[src/sv/pps_pkg.sv]
// shared types and constants of the projection profile segmenter
// used by pps_walk, projection_profile_segmenter_unit and tb_top; no dependencies
package pps_pkg;

  localparam int unsigned ROW_OUT_W = 12;
  localparam int unsigned COL_OUT_W = 7;
  localparam int unsigned CFG_IDX_W = 1;
  localparam int unsigned CFG_DATA_W = 8;

  typedef logic [ROW_OUT_W-1:0] row_out_t;
  typedef logic [COL_OUT_W-1:0] col_out_t;
  typedef logic [CFG_DATA_W-1:0] cfg_data_t;
  typedef logic [CFG_IDX_W-1:0] cfg_idx_t;

  // register indexes of the configuration port
  localparam cfg_idx_t REG_DARK_THRESHOLD = 1'd0;
  localparam cfg_idx_t REG_IMAGE_WIDTH = 1'd1;

  localparam cfg_data_t THRESHOLD_RESET = 8'd120;
  localparam cfg_data_t WIDTH_RESET = 8'd128;
  localparam cfg_data_t WIDTH_MIN = 8'd2;

  // result kinds
  localparam logic KIND_BAND = 1'b0;
  localparam logic KIND_SEG = 1'b1;

  typedef enum logic {
    WALK_IDLE,
    WALK_SCAN
  } walk_state_e;

  // request from the pixel front end to the column walk
  typedef struct packed {
    logic     start;
    logic     report;
    row_out_t top;
    row_out_t bottom;
  } walk_req_t;

endpackage

[src/sv/pps_ram.sv]
// generic simple dual port ram, one write and one registered read port
// no dependencies
module pps_ram #(
  parameter int WIDTH = 1,
  parameter int DEPTH = 128
) (
  input  logic                     clk_i,
  input  logic                     we_i,
  input  logic [$clog2(DEPTH)-1:0] waddr_i,
  input  logic [WIDTH-1:0]         wdata_i,
  input  logic                     re_i,
  input  logic [$clog2(DEPTH)-1:0] raddr_i,
  output logic [WIDTH-1:0]         rdata_o
);

  logic [WIDTH-1:0] mem_q [DEPTH];

  always_ff @(posedge clk_i) begin
    if (we_i) begin
      mem_q[waddr_i] <= wdata_i;
    end
    if (re_i) begin
      rdata_o <= mem_q[raddr_i];
    end
  end

endmodule

[src/sv/pps_walk.sv]
// column walk: scans the column flag memory, reports the band and its glyph
// segments on a report request, and clears every entry behind it; depends on pps_pkg
module pps_walk #(
  parameter int MAX_WIDTH = 128
) (
  input  logic                          clk_i,
  input  logic                          rst_ni,
  input  pps_pkg::walk_req_t            req_i,
  input  logic [$clog2(MAX_WIDTH):0]    width_i,
  output logic                          busy_o,
  output logic                          rd_en_o,
  output logic [$clog2(MAX_WIDTH)-1:0]  rd_addr_o,
  input  logic                          rd_data_i,
  output logic                          wr_en_o,
  output logic [$clog2(MAX_WIDTH)-1:0]  wr_addr_o,
  output logic                          out_valid_o,
  input  logic                          out_ready_i,
  output logic                          kind_o,
  output pps_pkg::row_out_t             band_top_o,
  output pps_pkg::row_out_t             band_bottom_o,
  output pps_pkg::col_out_t             seg_left_o,
  output pps_pkg::col_out_t             seg_right_o,
  output logic                          last_of_run_o
);

  localparam int AW = $clog2(MAX_WIDTH);
  localparam logic [AW:0] ADDR_END = (AW+1)'(MAX_WIDTH);

  pps_pkg::walk_state_e state_q, state_d;

  logic [AW:0]       addr_q;
  logic              rv_q;
  logic              report_q;
  logic              pv_q;
  logic              run_q;
  logic              ov_q;
  logic [AW-1:0]     pc_q;
  logic [AW-1:0]     start_q;
  logic              pk_q;
  pps_pkg::col_out_t pl_q, pr_q;
  pps_pkg::row_out_t top_q, bot_q;

  logic scanning, begin_walk, in_band, seg_hit, out_free, stall, consume;
  logic at_end, flush, done, issue, load_mid, load_out;

  // next state
  always_comb begin
    state_d = state_q;
    case (state_q)
      pps_pkg::WALK_IDLE: begin
        if (req_i.start) state_d = pps_pkg::WALK_SCAN;
      end
      pps_pkg::WALK_SCAN: begin
        if (done) state_d = pps_pkg::WALK_IDLE;
      end
      default: state_d = pps_pkg::WALK_IDLE;
    endcase
  end

  // state outputs
  always_comb begin
    scanning   = 1'b0;
    begin_walk = 1'b0;
    case (state_q)
      pps_pkg::WALK_IDLE: begin_walk = req_i.start;
      pps_pkg::WALK_SCAN: scanning = 1'b1;
      default: scanning = 1'b0;
    endcase
  end

  always_comb begin
    in_band  = {1'b0, pc_q} < width_i;
    // a white column closes a run of at least two dark columns
    seg_hit  = rv_q && report_q && in_band && !rd_data_i && run_q
               && (pc_q != start_q + AW'(1));
    out_free = !ov_q || out_ready_i;
    stall    = seg_hit && !out_free;
    consume  = rv_q && !stall;
    at_end   = (addr_q == ADDR_END) && !rv_q;
    flush    = scanning && at_end && pv_q && out_free;
    done     = scanning && at_end && (!pv_q || out_free);
    issue    = scanning && (addr_q != ADDR_END) && (!rv_q || consume);
    load_mid = consume && seg_hit;
    load_out = load_mid || flush;
  end

  assign busy_o    = scanning;
  assign rd_en_o   = issue;
  assign rd_addr_o = addr_q[AW-1:0];
  assign wr_en_o   = consume;
  assign wr_addr_o = pc_q;

  // reset starts a clearing pass over the whole memory
  always_ff @(posedge clk_i or negedge rst_ni) begin
    if (!rst_ni) begin
      state_q  <= pps_pkg::WALK_SCAN;
      addr_q   <= '0;
      rv_q     <= 1'b0;
      report_q <= 1'b0;
      pv_q     <= 1'b0;
      run_q    <= 1'b0;
      ov_q     <= 1'b0;
    end else begin
      state_q <= state_d;
      if (begin_walk) begin
        addr_q   <= '0;
        rv_q     <= 1'b0;
        run_q    <= 1'b0;
        report_q <= req_i.report;
        pv_q     <= req_i.report;
      end else begin
        if (issue) addr_q <= addr_q + (AW+1)'(1);
        rv_q <= issue || (rv_q && !consume);
        if (consume && report_q && in_band) run_q <= rd_data_i;
        if (flush) pv_q <= 1'b0;
      end
      if (load_out) begin
        ov_q <= 1'b1;
      end else if (out_ready_i) begin
        ov_q <= 1'b0;
      end
    end
  end

  always_ff @(posedge clk_i) begin
    if (issue) pc_q <= addr_q[AW-1:0];
    if (consume && report_q && in_band && rd_data_i && !run_q) start_q <= pc_q;
    if (begin_walk) begin
      pk_q  <= pps_pkg::KIND_BAND;
      pl_q  <= '0;
      pr_q  <= '0;
      top_q <= req_i.top;
      bot_q <= req_i.bottom;
    end else if (load_mid) begin
      pk_q <= pps_pkg::KIND_SEG;
      pl_q <= pps_pkg::col_out_t'(start_q);
      pr_q <= pps_pkg::col_out_t'(pc_q - AW'(1));
    end
    if (load_out) begin
      kind_o        <= pk_q;
      seg_left_o    <= pl_q;
      seg_right_o   <= pr_q;
      band_top_o    <= top_q;
      band_bottom_o <= bot_q;
      last_of_run_o <= flush;
    end
  end

  assign out_valid_o = ov_q;

endmodule

[src/sv/projection_profile_segmenter_unit.sv]
// projection profile segmenter: row and band tracking, column flag memory and
// column walk; depends on pps_pkg, pps_ram, pps_walk
// throughput: one pixel per cycle; a white row end after dark flags stalls input
//   while the column walk runs, and so does a frame start over dark flags; the stall
//   lasts longer while the output register is held
// results appear during that walk; reset starts a clearing pass
module projection_profile_segmenter_unit #(
  parameter int MAX_WIDTH = 128,
  parameter int ROW_BITS = 12
) (
  input  logic                  clk_i,
  input  logic                  rst_ni,
  input  logic                  in_valid_i,
  output logic                  in_ready_o,
  input  logic [7:0]            pixel_i,
  input  logic                  frame_start_i,
  output logic                  out_valid_o,
  input  logic                  out_ready_i,
  output logic                  kind_o,
  output pps_pkg::row_out_t     band_top_o,
  output pps_pkg::row_out_t     band_bottom_o,
  output pps_pkg::col_out_t     seg_left_o,
  output pps_pkg::col_out_t     seg_right_o,
  output logic                  last_of_run_o,
  input  logic                  cfg_we_i,
  input  pps_pkg::cfg_idx_t     cfg_idx_i,
  input  pps_pkg::cfg_data_t    cfg_data_i
);

  localparam int AW = $clog2(MAX_WIDTH);

  pps_pkg::cfg_data_t thr_q, width_q;
  logic [AW-1:0]       col_q;
  logic                rhd_q, ba_q, dirty_q;
  logic [ROW_BITS-1:0] bfr_q, ri_q;

  logic [AW-1:0]       col_c;
  logic                rhd_c, ba_c, rhd_n, dark, row_end, accept, busy;
  logic                band_report, clear_fs, px_we;
  logic [ROW_BITS-1:0] bfr_c, ri_c, bottom;
  logic [AW:0]         w_eff;
  pps_pkg::walk_req_t  req;

  logic          rd_en, rd_data, wr_en;
  logic [AW-1:0] rd_addr, wr_addr;
  logic [0:0]    ram_rdata;

  always_comb begin
    if (width_q < pps_pkg::WIDTH_MIN) begin
      w_eff = (AW+1)'(pps_pkg::WIDTH_MIN);
    end else if ({1'b0, width_q} > 9'(MAX_WIDTH)) begin
      w_eff = (AW+1)'(MAX_WIDTH);
    end else begin
      w_eff = width_q[AW:0];
    end
  end

  always_comb begin
    // frame start clears the row and band state before the pixel counts
    col_c = frame_start_i ? '0 : col_q;
    rhd_c = frame_start_i ? 1'b0 : rhd_q;
    ba_c  = frame_start_i ? 1'b0 : ba_q;
    bfr_c = frame_start_i ? '0 : bfr_q;
    ri_c  = frame_start_i ? '0 : ri_q;

    dark        = pixel_i < thr_q;
    rhd_n       = rhd_c || dark;
    row_end     = ((AW+1)'(col_c) + (AW+1)'(1)) >= w_eff;
    bottom      = ri_c - ROW_BITS'(1);
    band_report = row_end && !rhd_n && ba_c && (bottom != bfr_c);

    in_ready_o = !busy && !(frame_start_i && dirty_q);
    accept     = in_valid_i && in_ready_o;
    clear_fs   = in_valid_i && frame_start_i && dirty_q && !busy;
    px_we      = accept && dark;

    req.start  = clear_fs || (accept && row_end && !rhd_n && (band_report || dirty_q));
    req.report = accept && band_report;
    req.top    = pps_pkg::row_out_t'(bfr_c);
    req.bottom = pps_pkg::row_out_t'(bottom);
  end

  always_ff @(posedge clk_i or negedge rst_ni) begin
    if (!rst_ni) begin
      thr_q   <= pps_pkg::THRESHOLD_RESET;
      width_q <= pps_pkg::WIDTH_RESET;
      col_q   <= '0;
      rhd_q   <= 1'b0;
      ba_q    <= 1'b0;
      bfr_q   <= '0;
      ri_q    <= '0;
      dirty_q <= 1'b0;
    end else begin
      if (cfg_we_i) begin
        case (cfg_idx_i)
          pps_pkg::REG_DARK_THRESHOLD: thr_q <= cfg_data_i;
          pps_pkg::REG_IMAGE_WIDTH:    width_q <= cfg_data_i;
          default: thr_q <= thr_q;
        endcase
      end
      if (req.start) begin
        dirty_q <= 1'b0;
      end else if (px_we) begin
        dirty_q <= 1'b1;
      end
      if (accept) begin
        if (row_end) begin
          if (rhd_n) begin
            ba_q  <= 1'b1;
            bfr_q <= ba_c ? bfr_c : ri_c;
          end else begin
            ba_q  <= 1'b0;
            bfr_q <= bfr_c;
          end
          rhd_q <= 1'b0;
          col_q <= '0;
          ri_q  <= ri_c + ROW_BITS'(1);
        end else begin
          ba_q  <= ba_c;
          bfr_q <= bfr_c;
          rhd_q <= rhd_n;
          col_q <= col_c + AW'(1);
          ri_q  <= ri_c;
        end
      end
    end
  end

  // dark pixels set their column flag; the walk writes zeros behind itself
  pps_ram #(
    .WIDTH (1),
    .DEPTH (MAX_WIDTH)
  ) u_col_ram (
    .clk_i   (clk_i),
    .we_i    (px_we || wr_en),
    .waddr_i (wr_en ? wr_addr : col_c),
    .wdata_i (px_we),
    .re_i    (rd_en),
    .raddr_i (rd_addr),
    .rdata_o (ram_rdata)
  );

  assign rd_data = ram_rdata[0];

  pps_walk #(
    .MAX_WIDTH (MAX_WIDTH)
  ) u_walk (
    .clk_i         (clk_i),
    .rst_ni        (rst_ni),
    .req_i         (req),
    .width_i       (w_eff),
    .busy_o        (busy),
    .rd_en_o       (rd_en),
    .rd_addr_o     (rd_addr),
    .rd_data_i     (rd_data),
    .wr_en_o       (wr_en),
    .wr_addr_o     (wr_addr),
    .out_valid_o   (out_valid_o),
    .out_ready_i   (out_ready_i),
    .kind_o        (kind_o),
    .band_top_o    (band_top_o),
    .band_bottom_o (band_bottom_o),
    .seg_left_o    (seg_left_o),
    .seg_right_o   (seg_right_o),
    .last_of_run_o (last_of_run_o)
  );

endmodule

[config.mk]
export PLATFORM = sky130hd
export DESIGN_NAME = projection_profile_segmenter_unit
export DESIGN_NICKNAME = d
export VERILOG_FILES = /design/src/sv/pps_pkg.sv /design/src/sv/pps_ram.sv /design/src/sv/pps_walk.sv /design/src/sv/projection_profile_segmenter_unit.sv
export SDC_FILE = /design/constraint.sdc
export NUM_CORES = 1
export LEC_CHECK = 0
export ABC_AREA = 1
export BUFFER_PORTS_ARGS = -buffer_cell sky130_fd_sc_hd__buf_2
export CORE_UTILIZATION = 23
export DETAILED_ROUTE_END_ITERATION = 12
export PLACE_DENSITY = 0.4
export SLEW_MARGIN = 20
export SYNTH_ARGS = -nofsm -noshare
export SYNTH_HDL_FRONTEND = slang
export SYNTH_SLANG_ARGS = --single-unit
[constraint.sdc]
create_clock -name clk_i -period 12.65 [get_ports clk_i]
set_clock_uncertainty 0.05 [all_clocks]
set_input_delay 2.53 -clock clk_i [delete_from_list [all_inputs] [get_ports clk_i]]
set_output_delay 2.53 -clock clk_i [all_outputs]
set_load 0.05 [all_outputs]
**Word level (Yosys, flattened, before mapping)**

Memory sizes are Yosys's and may differ from the RTL's. A register that Yosys moved wholly into a read port is not among the register bits.
Cells that the tools add are included.

- Input port bits: 23
- RAM bits: 128
- Logic and storage cells: 142
- Flip-flop bits (word level): 157
- Output and inout bits: 42
- Memories: 1

- Magnitude comparators: 5
- Equality and inequality tests: 4
- Bitwise operators: 2
- Mux-type cells: 34
- $add $sub $neg: 7
- Reductions and logical operators: 61

Memory list:

| name | words | bits a word | rd ports | clocked after Yosys merged registers in | wr ports | line | source |
|---|---|---|---|---|---|---|---|
| u_col_ram.mem_q | 128 | 1 | 1 | 1 | 1 | pps_ram.sv:16 | `logic [WIDTH-1:0] mem_q [DEPTH];` |

Operators by type and width:

| cell | count |
|---|---|
| two-way mux 12 bit | 6 |
| logical AND 1 bit | 34 |
| two-way mux 8 bit | 4 |
| two-way mux 7 bit | 3 |
| two-way mux 1 bit | 20 |
| adder 7 x 1 -> 7 bit (second input constant) | 2 |
| adder 12 x 1 -> 12 bit (second input constant) | 1 |
| != test 12 bit | 1 |
| subtractor 12 x 1 -> 12 bit (second input constant) | 1 |
| zero test 1 bit | 11 |
| nonzero test 2 bit | 5 |
| logical OR 1 bit | 9 |
| adder 7 x 1 -> 8 bit (second input constant) | 1 |
| adder 8 x 1 -> 8 bit (second input constant) | 1 |
| == test 8 bit (second input constant) | 1 |
| greater-or-equal comparator 8 bit | 1 |
| > comparator 8 bit (second input constant) | 1 |
| < comparator 7 x 8 -> 1 bit | 1 |
| < comparator 8 x 2 -> 1 bit (second input constant) | 1 |
| < comparator 8 bit | 1 |
| != test 8 bit (second input constant) | 1 |
| != test 7 bit | 1 |
| subtractor 7 x 1 -> 7 bit (second input constant) | 1 |
| AND reduction 2 bit | 2 |
| other kinds (2) | 3 |

**Logic depth before layout (Yosys ltp)**

Gate-level depths: netlist of run 1.

- Depth in word-level cells: 15
- Gate-level depth with buffers: 22
- Depth with buffers taken out: 21

**Modules after synthesis**

Synthesis of run 1 repeated with hierarchy kept, for this count alone.

- Cell total of the unflattened synthesis: 1614
- Area total of the unflattened synthesis: 14381.3 µm²

Modules (own cells, without submodules):

| module | instances | area an instance (µm²) | cells each |
|---|---|---|---|
| pps_ram | 1 | 5936.9 | 620 |
| pps_walk | 1 | 4765.8 | 432 |
| projection_profile_segmenter_unit | 1 | 3678.5 | 562 |

**Worst setup path before layout of run 1**

No wires, ideal clock.

- Path type: input port to flip-flop
- Start point: input port frame_start_i
- End point: memory u_col_ram.mem_q[0] (data pin)
- Slack: 4.942 ns
- Setup time: 0.804 ns
- Cell stages on the path: 6
- Arrival: 6.854 ns
- Required time: 11.796 ns
- Cells stage by stage: buf_2 > nand2_1 > inv_1 > nor2_1 > nand2_1 > nor2_1

- Word-level cells in the longest chain between the ends: 5

Ends and longest elaborated chain:

| what | line | source |
|---|---|---|
| from (decl) | projection_profile_segmenter_unit.sv:16 | `input logic frame_start_i,` |
| logical AND 1 bit | projection_profile_segmenter_unit.sv:72 | `in_ready_o = !busy && !(frame_start_i && dirty_q);` |
| zero test 1 bit | projection_profile_segmenter_unit.sv:72 |  |
| logical AND 1 bit | projection_profile_segmenter_unit.sv:72 |  |
| net in_ready_o | projection_profile_segmenter_unit.sv:14 | `output logic in_ready_o,` |
| logical AND 1 bit | projection_profile_segmenter_unit.sv:73 | `accept = in_valid_i && in_ready_o;` |
| logical AND 1 bit | projection_profile_segmenter_unit.sv:75 | `px_we = accept && dark;` |
| net px_we | projection_profile_segmenter_unit.sv:39 | `logic band_report, clear_fs, px_we;` |
| to (decl) | pps_ram.sv:16 |  |

The timed path passes the listed nets, and every way through them passes these cells.

**Final worst setup path of run 1**

- Start point: input port frame_start_i
- End point: output port in_ready_o

- Word-level cells in the longest chain between the ends: 3

Ends and longest elaborated chain:

| what | line |
|---|---|
| logical AND 1 bit | projection_profile_segmenter_unit.sv:72 |
| zero test 1 bit | projection_profile_segmenter_unit.sv:72 |
| logical AND 1 bit | projection_profile_segmenter_unit.sv:72 |
| to (decl) | projection_profile_segmenter_unit.sv:14 |

Every way passes these cells.

==> flow_summary.ini, run 1 <==
[global_routing]
grt_max_degree = 114
grt_pass1_wl_mm = 56.6
grt_pass1_vias = 9693
grt_usage_pct = 12.2
antenna_found_initial = 0
grt-ovfl-total = 0

[die]
fp.dieH_um = 244
core_area_sq_um = 57900
rows = 88
dieArea_sq_um = 59700
die_x_um = 244
num_io_pins = 65
initial_core_util_pct = 23.3

[worst_hold_path]
hold_path.class = reg -> reg
holdPathStages = 0

[placement]
hpwlAfterDp_mm = 22.7
place_congestion = 0.816
portBuffers = 64
dp_cells = 2184

[clocking]
insertion_delay_ns = 0.55
cts.htree.levels = 2
clk_path_buf_depth = 3
clk_pin_slew_worst_paths_ns = 0.06
cts_resized = 0
cts_tree = yes
cts_buffers = 35
postCtsHoldBufs = 0
root_buffer = clkbuf_16
cts.sinks = 286
post_cts_buffers = 0

[critical_path]
timing_worst_setup_path_type = in -> out
path_common_cell = buf_2
arrival_ns = 3.42
crit_chain = buf_2, nand2_1, inv_1, nor2_1, buf_2
cp_slowest_stage_delay_ns = 0.31
required_ns = 10.07
path_max_fanout = 20
slowest_stage = buf_2
r2r_cells = 14
end_kind = output port
start_kind = input pin

[yosys]
synth_ff_type = edfxtp_1
yosysWarningCount = 0
synth_edf_count = 207
synth_nets = 1448
syn_inst = 1397
ys_ff_latch = 286
ys_seq_area_share_pct = 60.1
ys_types = 45
avgSynthCellArea_sq_um = 9.67
async_flop_share_pct = 22.4
syn-cell-area_sq_um = 13500

[power]
power.density_nw_per_um2 = 209
clockPowerShare_pct = 30.1
ir_drop_mv = 0.0892
p_int_mw = 2.01
pwr-share-seq_pct = 37.5
power_leakage_nw = 6.05
p_sw_share_pct = 38.9
comb_power_share_pct = 32.3
netSwitchingPower_mw = 1.28

[detailed_routing]
drc_errors = 0
drt_iter0_drc = 624
dr.pass1.iters = 7
wl_per_cell_um = 16.0
dr_total_vias = 9778
ant_nets = 0
vias_per_cell = 4.35
wirelength_mm = 35.9

[flow_run]
max-cap-violations = 0

[sta]
timing.hold.ws_ns = 0.367
min_period_over_period_pct = 47.4
fin_tns_setup_ns = 0
rsz0062_at_grt = false
relSlewSlack_pct = 24.9
tightest_slew_ns = 1.12
finalHoldViolCount = 0
final.min_clock_period_ns = 6.00
finalSetupViolCount = 0
drv_slew = 0
timing.fmax_ghz = 0.167

[layout]
multi_input_area_sq_um = 4710
register_area_sq_um = 8130
layoutNonFillerInstCount = 2248
layout-drive-gt1-share_pct = 12.6
synthToLayoutAreaGrowth_pct = 16.7
num-nets-final = 1508
antennaDiodeCount = 0
fillers = 6239

[status]
status = complete, no violations
## worst paths after layout
check	to	startpoint	slack, ns
setup / recovery	in_ready_o	frame_start_i	6.65
hold / removal	u_walk.band_bottom_o[7]	u_walk.bot_q[7]	0.37
setup reg to reg	u_col_ram.mem_q[14]	width_q[1]	8.32
hold reg to reg	u_walk.band_bottom_o[7]	u_walk.bot_q[7]	0.37
max in group asynchronous	u_walk.addr_q[0]	rst_ni	9.78
min in group asynchronous	thr_q[0]	rst_ni	2.14
## worst max-delay path: cells and delay by family
family,cells,cell delay (ns)
buf+inv,3,0.62
simple gates,2,0.25
## cell families after synthesis
| kind of cell | after synthesis | share of synthesized area [%] |
|---|---|---|
| AOI/OAI and AO/OA | 210 | 8.75 |
| xor gates and xnor gates | 34 | 2.20 |
| adders and majority gates | 28 | 2.59 |
| buffers and inverters | 173 | 5.14 |
| DFF | 286 | 60.1 |
| and+or+nand+nor | 666 | 21.2 |
## through the flow
step | util (%) | power [mW] | worst slack [ns] | area (sq um)
finish | 27.2 | 3.30 | 6.65 | 15800
global route | 27.2 | 3.52 | 6.27 | 15800
CTS | 27.2 | 3.35 | 6.51 | 15700
detailed placement | 25.2 | 2.34 | 5.95 | 14600
global placement | 25.2 | 2.34 | 6.01 | 14600
floorplan | - | 1.96 | 4.94 | 13500
## layout make-up
| type | instances | area share [%] |
|---|---|---|
| tap | 765 | 6.07 |
| clock inverter | 14 | 0.920 |
| clock buffer | 49 | 6.22 |
| multi-input combinational | 938 | 29.8 |
| timing repair buffer | 72 | 2.46 |
| inverter | 124 | 2.95 |
| sequential | 286 | 51.5 |
## power by group through the flow
stage | combinational [mW] | sequential (mW) | clock [mW]
floorplan | 0.756 | 1.21 | 0
global placement | 1.08 | 1.26 | 0
detailed placement | 1.08 | 1.26 | 0
CTS | 1.09 | 1.24 | 1.03
global route | 1.20 | 1.25 | 1.06
finish | 1.07 | 1.24 | 0.994
## sequential cells by signal, summed over array words and instances, names as in the netlist, 12 cells and up
signal / count
bfr_q: 12
ri_q: 12
u_col_ram.mem_q: 128
u_walk.band_bottom_o: 12
u_walk.band_top_o: 12
u_walk.bot_q: 12
u_walk.top_q: 12
## placed cells by master, fill, tap and decap left out, types with 4 or more instances in the layout
master / Yosys / layout
clkbuf_16: 0 / 37
clkbuf_1: 31 / 11
dfstp_2: 6 / 6
xnor2_1: 7 / 7
nor2_1: 287 / 285
a21oi_1: 35 / 35
edfxtp_1: 207 / 207
inv_1: 115 / 114
clkinv_2: 0 / 5
nand2_1: 245 / 244
buf_4: 3 / 6
nand2_2: 21 / 21
xor2_1: 27 / 27
inv_2: 6 / 6
dfxtp_1: 15 / 15
nor4_1: 4 / 4
o22a_1: 4 / 4
nand3_1: 49 / 49
o21ai_0: 111 / 111
ha_1: 28 / 28
nor3_1: 18 / 18
buf_2: 9 / 64
dfrtp_1: 58 / 57
o21ai_2: 4 / 4
nor2_4: 5 / 6
o22ai_1: 41 / 41
nor2_2: 4 / 5
nand4_1: 18 / 18
clkinv_1: 3 / 5
nand4_2: 8 / 8
## per-layer routing
metal / GRT usage (%) / vias up / share of wire, %
met5: 0 / - / 0
met3: 2.18 / 46 / 3.9
li1: - / 4838 / -
met2: 19.8 / 151 / 46
met4: 3.51 / 0 / 2.0
met1: 16.5 / 4743 / 48
## cells in the mapped netlist (2+ instances only)
master    number  share of area [%]
dfstp_2        6                1.2
o22a_1         4               0.26
xor2_1        27                1.8
or2_2          2              0.093
nor2_2         4               0.19
dfxtp_1       15                2.2
o21ai_0      111                4.1
clkinv_1       3              0.083
o21a_1         2               0.11
nand2_1      245                6.8
nor2_1       287                8.0
buf_4          3               0.17
o21ai_2        4               0.26
nor4_1         4               0.19
buf_1          3              0.083
nand3_1       49                1.8
ha_1          28                2.6
xnor2_1        7               0.45
edfxtp_1     207                 46
a41oi_1        2               0.13
a21oi_1       35                1.3
buf_2          9               0.33
nand4_2        8               0.74
nor2_4         5               0.42
o221ai_1       2               0.13
o22ai_1       41                1.9
nand2_2       21               0.97
inv_1        115                3.2
buf_6          3               0.25
inv_2          6               0.17
clkbuf_1      31               0.86
o211ai_1       2               0.11
a31oi_1        2              0.093
nor3_1        18               0.67
nand4_1       18               0.83
dfrtp_1       58                 11
a211oi_1       2               0.11
No activity file was read; power rests on OpenSTA's default activity.
==> inputs of run 2 (changes only) <==
--- a/config.mk
+++ b/config.mk
@@ -5,7 +5,7 @@
 export SDC_FILE = /design/constraint.sdc
 export NUM_CORES = 1
 export LEC_CHECK = 0
-export ABC_AREA = 1
+export ABC_AREA = 0
 export BUFFER_PORTS_ARGS = -buffer_cell sky130_fd_sc_hd__buf_2
 export CORE_UTILIZATION = 23
 export DETAILED_ROUTE_END_ITERATION = 12
==> constraint.sdc (replaced) <==
create_clock -name clk_i -period 6.1 [get_ports clk_i]
set_clock_uncertainty 0.05 [all_clocks]
set_input_delay 1.22 -clock clk_i [delete_from_list [all_inputs] [get_ports clk_i]]
set_output_delay 1.22 -clock clk_i [all_outputs]
set_load 0.05 [all_outputs]
==> run 2 against run 1 <==
Synthesized cell count fell by 23%. Via count fell by 13%. Flip-flop and latch count is the same. Core utilization is 0.25 points higher. Register-to-register slack got worse by 7.0 ns. Global-route usage fell by 0.66 points. Wire length shrank 5.3%. Final area increased by 1.5%. Sequential power grew 110%. Die area is 1.1% higher. Count of clock-buffer cells in the layout fell by 1. Clock power grew 120%. Highest routed layer unchanged.
==> flow_summary.ini, run 2 <==
[sta]
fin_tns_setup_ns = 0
tightest_slew_ns = 1.07
relSlewSlack_pct = 28.8
min_period_over_period_pct = 80.9
final.min_clock_period_ns = 4.94
rsz0062_at_grt = false
finalSetupViolCount = 0
timing.fmax_ghz = 0.203
finalHoldViolCount = 0
drv_slew = 0

[global_routing]
grt_usage_pct = 11.5
grt-ovfl-total = 0
grt_max_degree = 94
antenna_found_initial = 0
grt_pass1_wl_mm = 53.2
grt_pass1_vias = 8862

[layout]
final_cell_mix = nor2_1, edfxtp_1, nand2_1
largest_reg_flops = 128
synthToLayoutAreaGrowth_pct = 17.2
multi_input_area_sq_um = 5130
layout-drive-gt1-share_pct = 20.1
num-nets-final = 1186
register_area_sq_um = 8130
antennaDiodeCount = 0
final_common_cell = nor2_1
largest-register = u_col_ram.mem_q
fillers = 5963

[detailed_routing]
wirelength_mm = 34.0
drt_iter0_drc = 517
dr_total_vias = 8547
vias_per_cell = 4.44
wl_per_cell_um = 17.6
ant_nets = 0
drc_errors = 0
dr.pass1.iters = 5

[yosys]
synth_nets = 1123
yosysTopAreaCell = edfxtp_1
async_flop_share_pct = 22.4
ys_seq_area_share_pct = 59.5
avgSynthCellArea_sq_um = 12.7
synth_edf_count = 207
yosysWarningCount = 0
synth_ff_type = edfxtp_1
ys_types = 71
synthTopCellsByCount = nor2_1, edfxtp_1, nand2_1
ys_ff_latch = 286
syn-cell-area_sq_um = 13700
syn_inst = 1072
synthMostInstantiatedCell = nor2_1
synthTopCellsByArea = edfxtp_1, dfrtp_1, mux4_2, nor2_1, ha_1
synth_top_area_share_pct = 45.5

[die]
die_x_um = 246
rows = 88
num_io_pins = 65
core_area_sq_um = 58200
fp.dieH_um = 246
dieArea_sq_um = 60400
initial_core_util_pct = 23.5

[critical_path]
path_max_fanout = 39
required_ns = 6.22
timing_worst_setup_path_type = in -> reg
r2r_slack_ns = 1.32
arrival_ns = 5.05
start_kind = input pin
end_kind = register

[clocking]
clk_path_buf_depth = 3
cts_buffers = 36
root_buffer = clkbuf_16
post_cts_buffers = 0
clk_pin_slew_worst_paths_ns = 0.05
insertion_delay_ns = 0.53
cts.htree.levels = 2
postCtsHoldBufs = 0
cts_resized = 0
cts_tree = yes
cts.sinks = 286

[worst_hold_path]
hold_path.class = reg -> reg

[power]
p_int_mw = 4.38
netSwitchingPower_mw = 2.18
p_sw_share_pct = 33.2
pwr-share-seq_pct = 39.3
ir_drop_mv = 0.182
clockPowerShare_pct = 32.7
comb_power_share_pct = 28.0
power.density_nw_per_um2 = 410
total_power_mw = 6.56
power_leakage_nw = 5.59

[flow_run]
max-cap-violations = 0

[placement]
hpwlAfterDp_mm = 22.7
portBuffers = 64
place_congestion = 0.820

[status]
status = complete, no violations
[run 2: cell count changes after synthesis, moves of 21 or more]
cell     before  now
nand2_1     245   74
inv_1       115   27
o21ai_0     111   28
nor2_1      287  211
mux4_2        0   42
o22ai_1      41    1
nand3_1      49   25
mux2i_1       0   22
nor2b_1       0   22
nand2_2      21    0
xnor2_1       7   28
[run 2: through the flow]
stage | worst slack (ns) | std cells | utilization (%) | area [sq um] | hold slack (ns)
final | 1.16 | 1926 | 27.5 | 16000 | 0.367
after global routing | 0.777 | 1926 | 27.5 | 16000 | 0.374
after CTS | 1.18 | 1926 | 27.5 | 16000 | 0.369
after detailed placement | 0.610 | 1862 | 25.4 | 14800 | 0.356
after global placement | 0.633 | 1862 | 25.4 | 14800 | 0.354
after floorplan | 1.19 | 1072 | - | 13700 | 0.350
[run 2: path summary, 6_finish.rpt]
check / startpoint / to / cells after the start
max reg2reg: width_q[3] / u_col_ram.mem_q[107] / 12
min: u_walk.top_q[9] / u_walk.band_top_o[9] / 0
max: frame_start_i / u_walk.bot_q[0] / 18
min in group asynchronous: rst_ni / thr_q[7] / 2
max in group asynchronous: rst_ni / u_walk.addr_q[0] / 2
min reg2reg: u_walk.top_q[9] / u_walk.band_top_o[9] / 0
[run 2: cell type report]
| cell class | count | share of cell area [%] |
|---|---|---|
| clock buffer | 48 | 6.36 |
| clock inverter | 16 | 1.17 |
| inverter | 28 | 0.657 |
| multi-input combinational | 701 | 32.1 |
| sequential | 286 | 50.8 |
| tap | 765 | 5.98 |
| timing repair buffer | 82 | 3.00 |
[run 2: cells by family (layout without fill, tap and decap cells)]
family	count (synthesis)	in the layout	synth area share, %
simple gates	412	412	13.5
flops	286	286	59.5
compound gates	116	116	5.93
mux	93	93	12.0
buf+inv	85	174	3.12
xor+xnor	52	52	3.43
fa+ha+maj	28	28	2.56
[run 2: metal layers]
metal / share of wire (%) / global-route usage [%] / vias to the layer above
met5: 0 / 0 / -
met2: 47 / 18.6 / 137
met1: 47 / 15.6 / 4317
met4: 2.2 / 3.45 / 0
met3: 3.9 / 2.19 / 54
li1: - / - / 4039
[run 2: power by group through the flow]
| stage | sequential [mW] | combinational (mW) | clock [mW] |
|---|---|---|---|
| 5_1_grt | 2.61 | 2.02 | 2.29 |
| 6_report | 2.58 | 1.84 | 2.14 |
| 4_1_cts | 2.58 | 1.88 | 2.22 |
| 2_1_floorplan | 2.43 | 1.47 | 0 |
| 3_3_place_gp | 2.62 | 1.87 | 0 |
| 3_5_place_dp | 2.62 | 1.87 | 0 |
[run 2: worst max-delay path, cell delays in order]
cell and delay [ns]:
buf_2 0.20, inv_1 0.08, nand2_1 0.19, inv_1 0.17, ha_1 0.25, and3_1 0.21, nand3_1 0.10, xor2_1 0.15
nor2_1 0.08, ha_1 0.29, nand2_1 0.07, or3_1 0.34, o221ai_1 0.20, buf_4 0.17, and4_1 0.21, nand2_1 0.11
o211ai_4 0.45, buf_4 0.50
==> inputs of run 3 (changes only) <==
==> constraint.sdc (replaced) <==
create_clock -name clk_i -period 4.77 [get_ports clk_i]
set_clock_uncertainty 0.05 [all_clocks]
set_input_delay 0.954 -clock clk_i [delete_from_list [all_inputs] [get_ports clk_i]]
set_output_delay 0.954 -clock clk_i [all_outputs]
set_load 0.05 [all_outputs]
==> run 3 against run 2 <==
Global-route usage is 0.44 points higher. Power increased by 27%. Sequential share of layout area fell by 0.22 points. First-iteration DRC count is 7.9% higher. Core utilization rose by 0.12 points. Clock power increased by 19%. Via count grew 1.2%. Wire length up 3.6%. Non-clock buffer count is 23 higher. Count of clock-buffer cells in the layout decreased by 1. Hold slack worse by 0.12 ns. Die area did not move. Highest routed layer is now met5.
==> flow_summary.ini, run 3 (synthesis results as in run 2) <==
[status]
status = complete, no violations

[placement]
place_area_sq_um = 15000
hpwlAfterDp_mm = 23.4
portBuffers = 64
place_congestion = 0.834

[critical_path]
reg2reg_from = width_q[3]
arrival_ns = 4.48
crit_start = width_q[3]
path_max_fanout = 14
end_kind = register
start_kind = register
r2r_slack_ns = 0.52
required_ns = 5.00
timing_worst_setup_path_type = reg -> reg

[sta]
finalSetupViolCount = 0
final.min_clock_period_ns = 4.25
finalHoldViolCount = 0
relSlewSlack_pct = 37.6
rsz0062_at_grt = false
fin_tns_setup_ns = 0
timing.fmax_ghz = 0.235
tightest_slew_ns = 0.937
min_period_over_period_pct = 89.1
drv_slew = 0

[detailed_routing]
ant_nets = 0
vias_per_cell = 4.44
wirelength_mm = 35.2
drc_errors = 0
dr.pass1.iters = 5
wl_per_cell_um = 18.0
drt_iter0_drc = 558
dr_total_vias = 8653

[die]
core_area_sq_um = 58200
initial_core_util_pct = 23.5
num_io_pins = 65
rows = 88
fp.dieH_um = 246
die_x_um = 246
dieArea_sq_um = 60400

[clocking]
cts_buffers = 35
cts_tree = yes
cts_resized = 0
cts.htree.levels = 2
clk_path_buf_depth = 3
insertion_delay_ns = 0.54
post_cts_buffers = 0
clk_pin_slew_worst_paths_ns = 0.06
postCtsHoldBufs = 0
root_buffer = clkbuf_16
cts.sinks = 286

[layout]
finalInstanceArea_sq_um = 16100
multi_input_area_sq_um = 5120
antennaDiodeCount = 0
fillers = 5966
final_cell_mix = nor2_1, edfxtp_1, nand2_1
final_common_cell = nor2_1
largest-register = u_col_ram.mem_q
synthToLayoutAreaGrowth_pct = 17.7
final_util_pct = 27.6
num-nets-final = 1208
register_area_sq_um = 8130
layout-drive-gt1-share_pct = 20.9
largest_reg_flops = 128

[power]
power_leakage_nw = 5.66
clockPowerShare_pct = 30.6
pwr-share-seq_pct = 39.8
p_sw_share_pct = 34.2
comb_power_share_pct = 29.6
ir_drop_mv = 0.198
netSwitchingPower_mw = 2.85
p_int_mw = 5.48
power.density_nw_per_um2 = 518

[global_routing]
grt_pass1_wl_mm = 55.0
grt_pass1_vias = 8940
antenna_found_initial = 2
grt_usage_pct = 12.0
grt-ovfl-total = 0
grt_max_degree = 69

[worst_hold_path]
hold_path.class = in -> async

[flow_run]
max-cap-violations = 0
run 3: cell count changes in the layout (fill, tap and decap cells not counted), sizes merged:
cell      before  now
clkbuf        48   47
clkinvlp       2    0
bufinv         3    1
clkinv        10   15
buf           82  105
run 3: path summary, 6_finish.rpt:
path,to,depth (start not counted)
setup / recovery,u_col_ram.mem_q[78],12
hold / removal,width_q[6],1
max in group asynchronous,u_walk.addr_q[0],2
setup reg to reg,u_col_ram.mem_q[78],12
hold reg to reg,u_walk.band_bottom_o[2],0
min in group clk_i,u_walk.band_bottom_o[2],0
run 3: through the flow:
step	worst slack (ns)	hold WS [ns]	cells	total power, mW
final	0.520	0.250	1949	8.32
after global routing	0.294	0.247	1949	8.79
after floorplan	0.122	0.350	1072	4.99
after global placement	0.495	0.354	1885	5.88
after CTS	0.506	0.229	1949	8.49
after detailed placement	0.382	0.355	1885	5.88
run 3: final cells by class:
class                           instances  area share, %
Tap cell                              765           5.95
Multi-Input combinational cell        701           31.9
Inverter                               28          0.654
Clock buffer                           47           5.99
Timing Repair Buffer                  105           4.22
Sequential cell                       286           50.6
Clock inverter                         17          0.778
run 3: critical path: stages (launching register included):
cell and delay, ns:
dfrtp_1 0.39, or4_1 0.55, nor2_1 0.14, o21ai_0 0.17, ha_1 0.25, nor2_1 0.11
o2111ai_1 0.15, a221o_1 0.50, nor4_4 0.26, a21bo_2 0.51, buf_4 0.32, mux2i_1 0.50
nor2_1 0.09
run 3: metal layers:
| metal | wire [um] | GRT usage, % | share of wire, % |
|---|---|---|---|
| met1 | 16300 | 15.7 | 46 |
| met5 | 25 | 0 | 0.071 |
| met2 | 16800 | 19.7 | 48 |
| met4 | 591 | 3.36 | 1.7 |
| met3 | 1460 | 2.54 | 4.1 |
run 3: power groups by stage:
| stage | Combinational (mW) | Clock (mW) | Sequential, mW |
|---|---|---|---|
| 2_1_floorplan | 1.88 | 0 | 3.11 |
| 3_3_place_gp | 2.50 | 0 | 3.38 |
| 3_5_place_dp | 2.51 | 0 | 3.38 |
| 4_1_cts | 2.51 | 2.65 | 3.33 |
| 5_1_grt | 2.68 | 2.75 | 3.36 |
| 6_report | 2.46 | 2.55 | 3.32 |
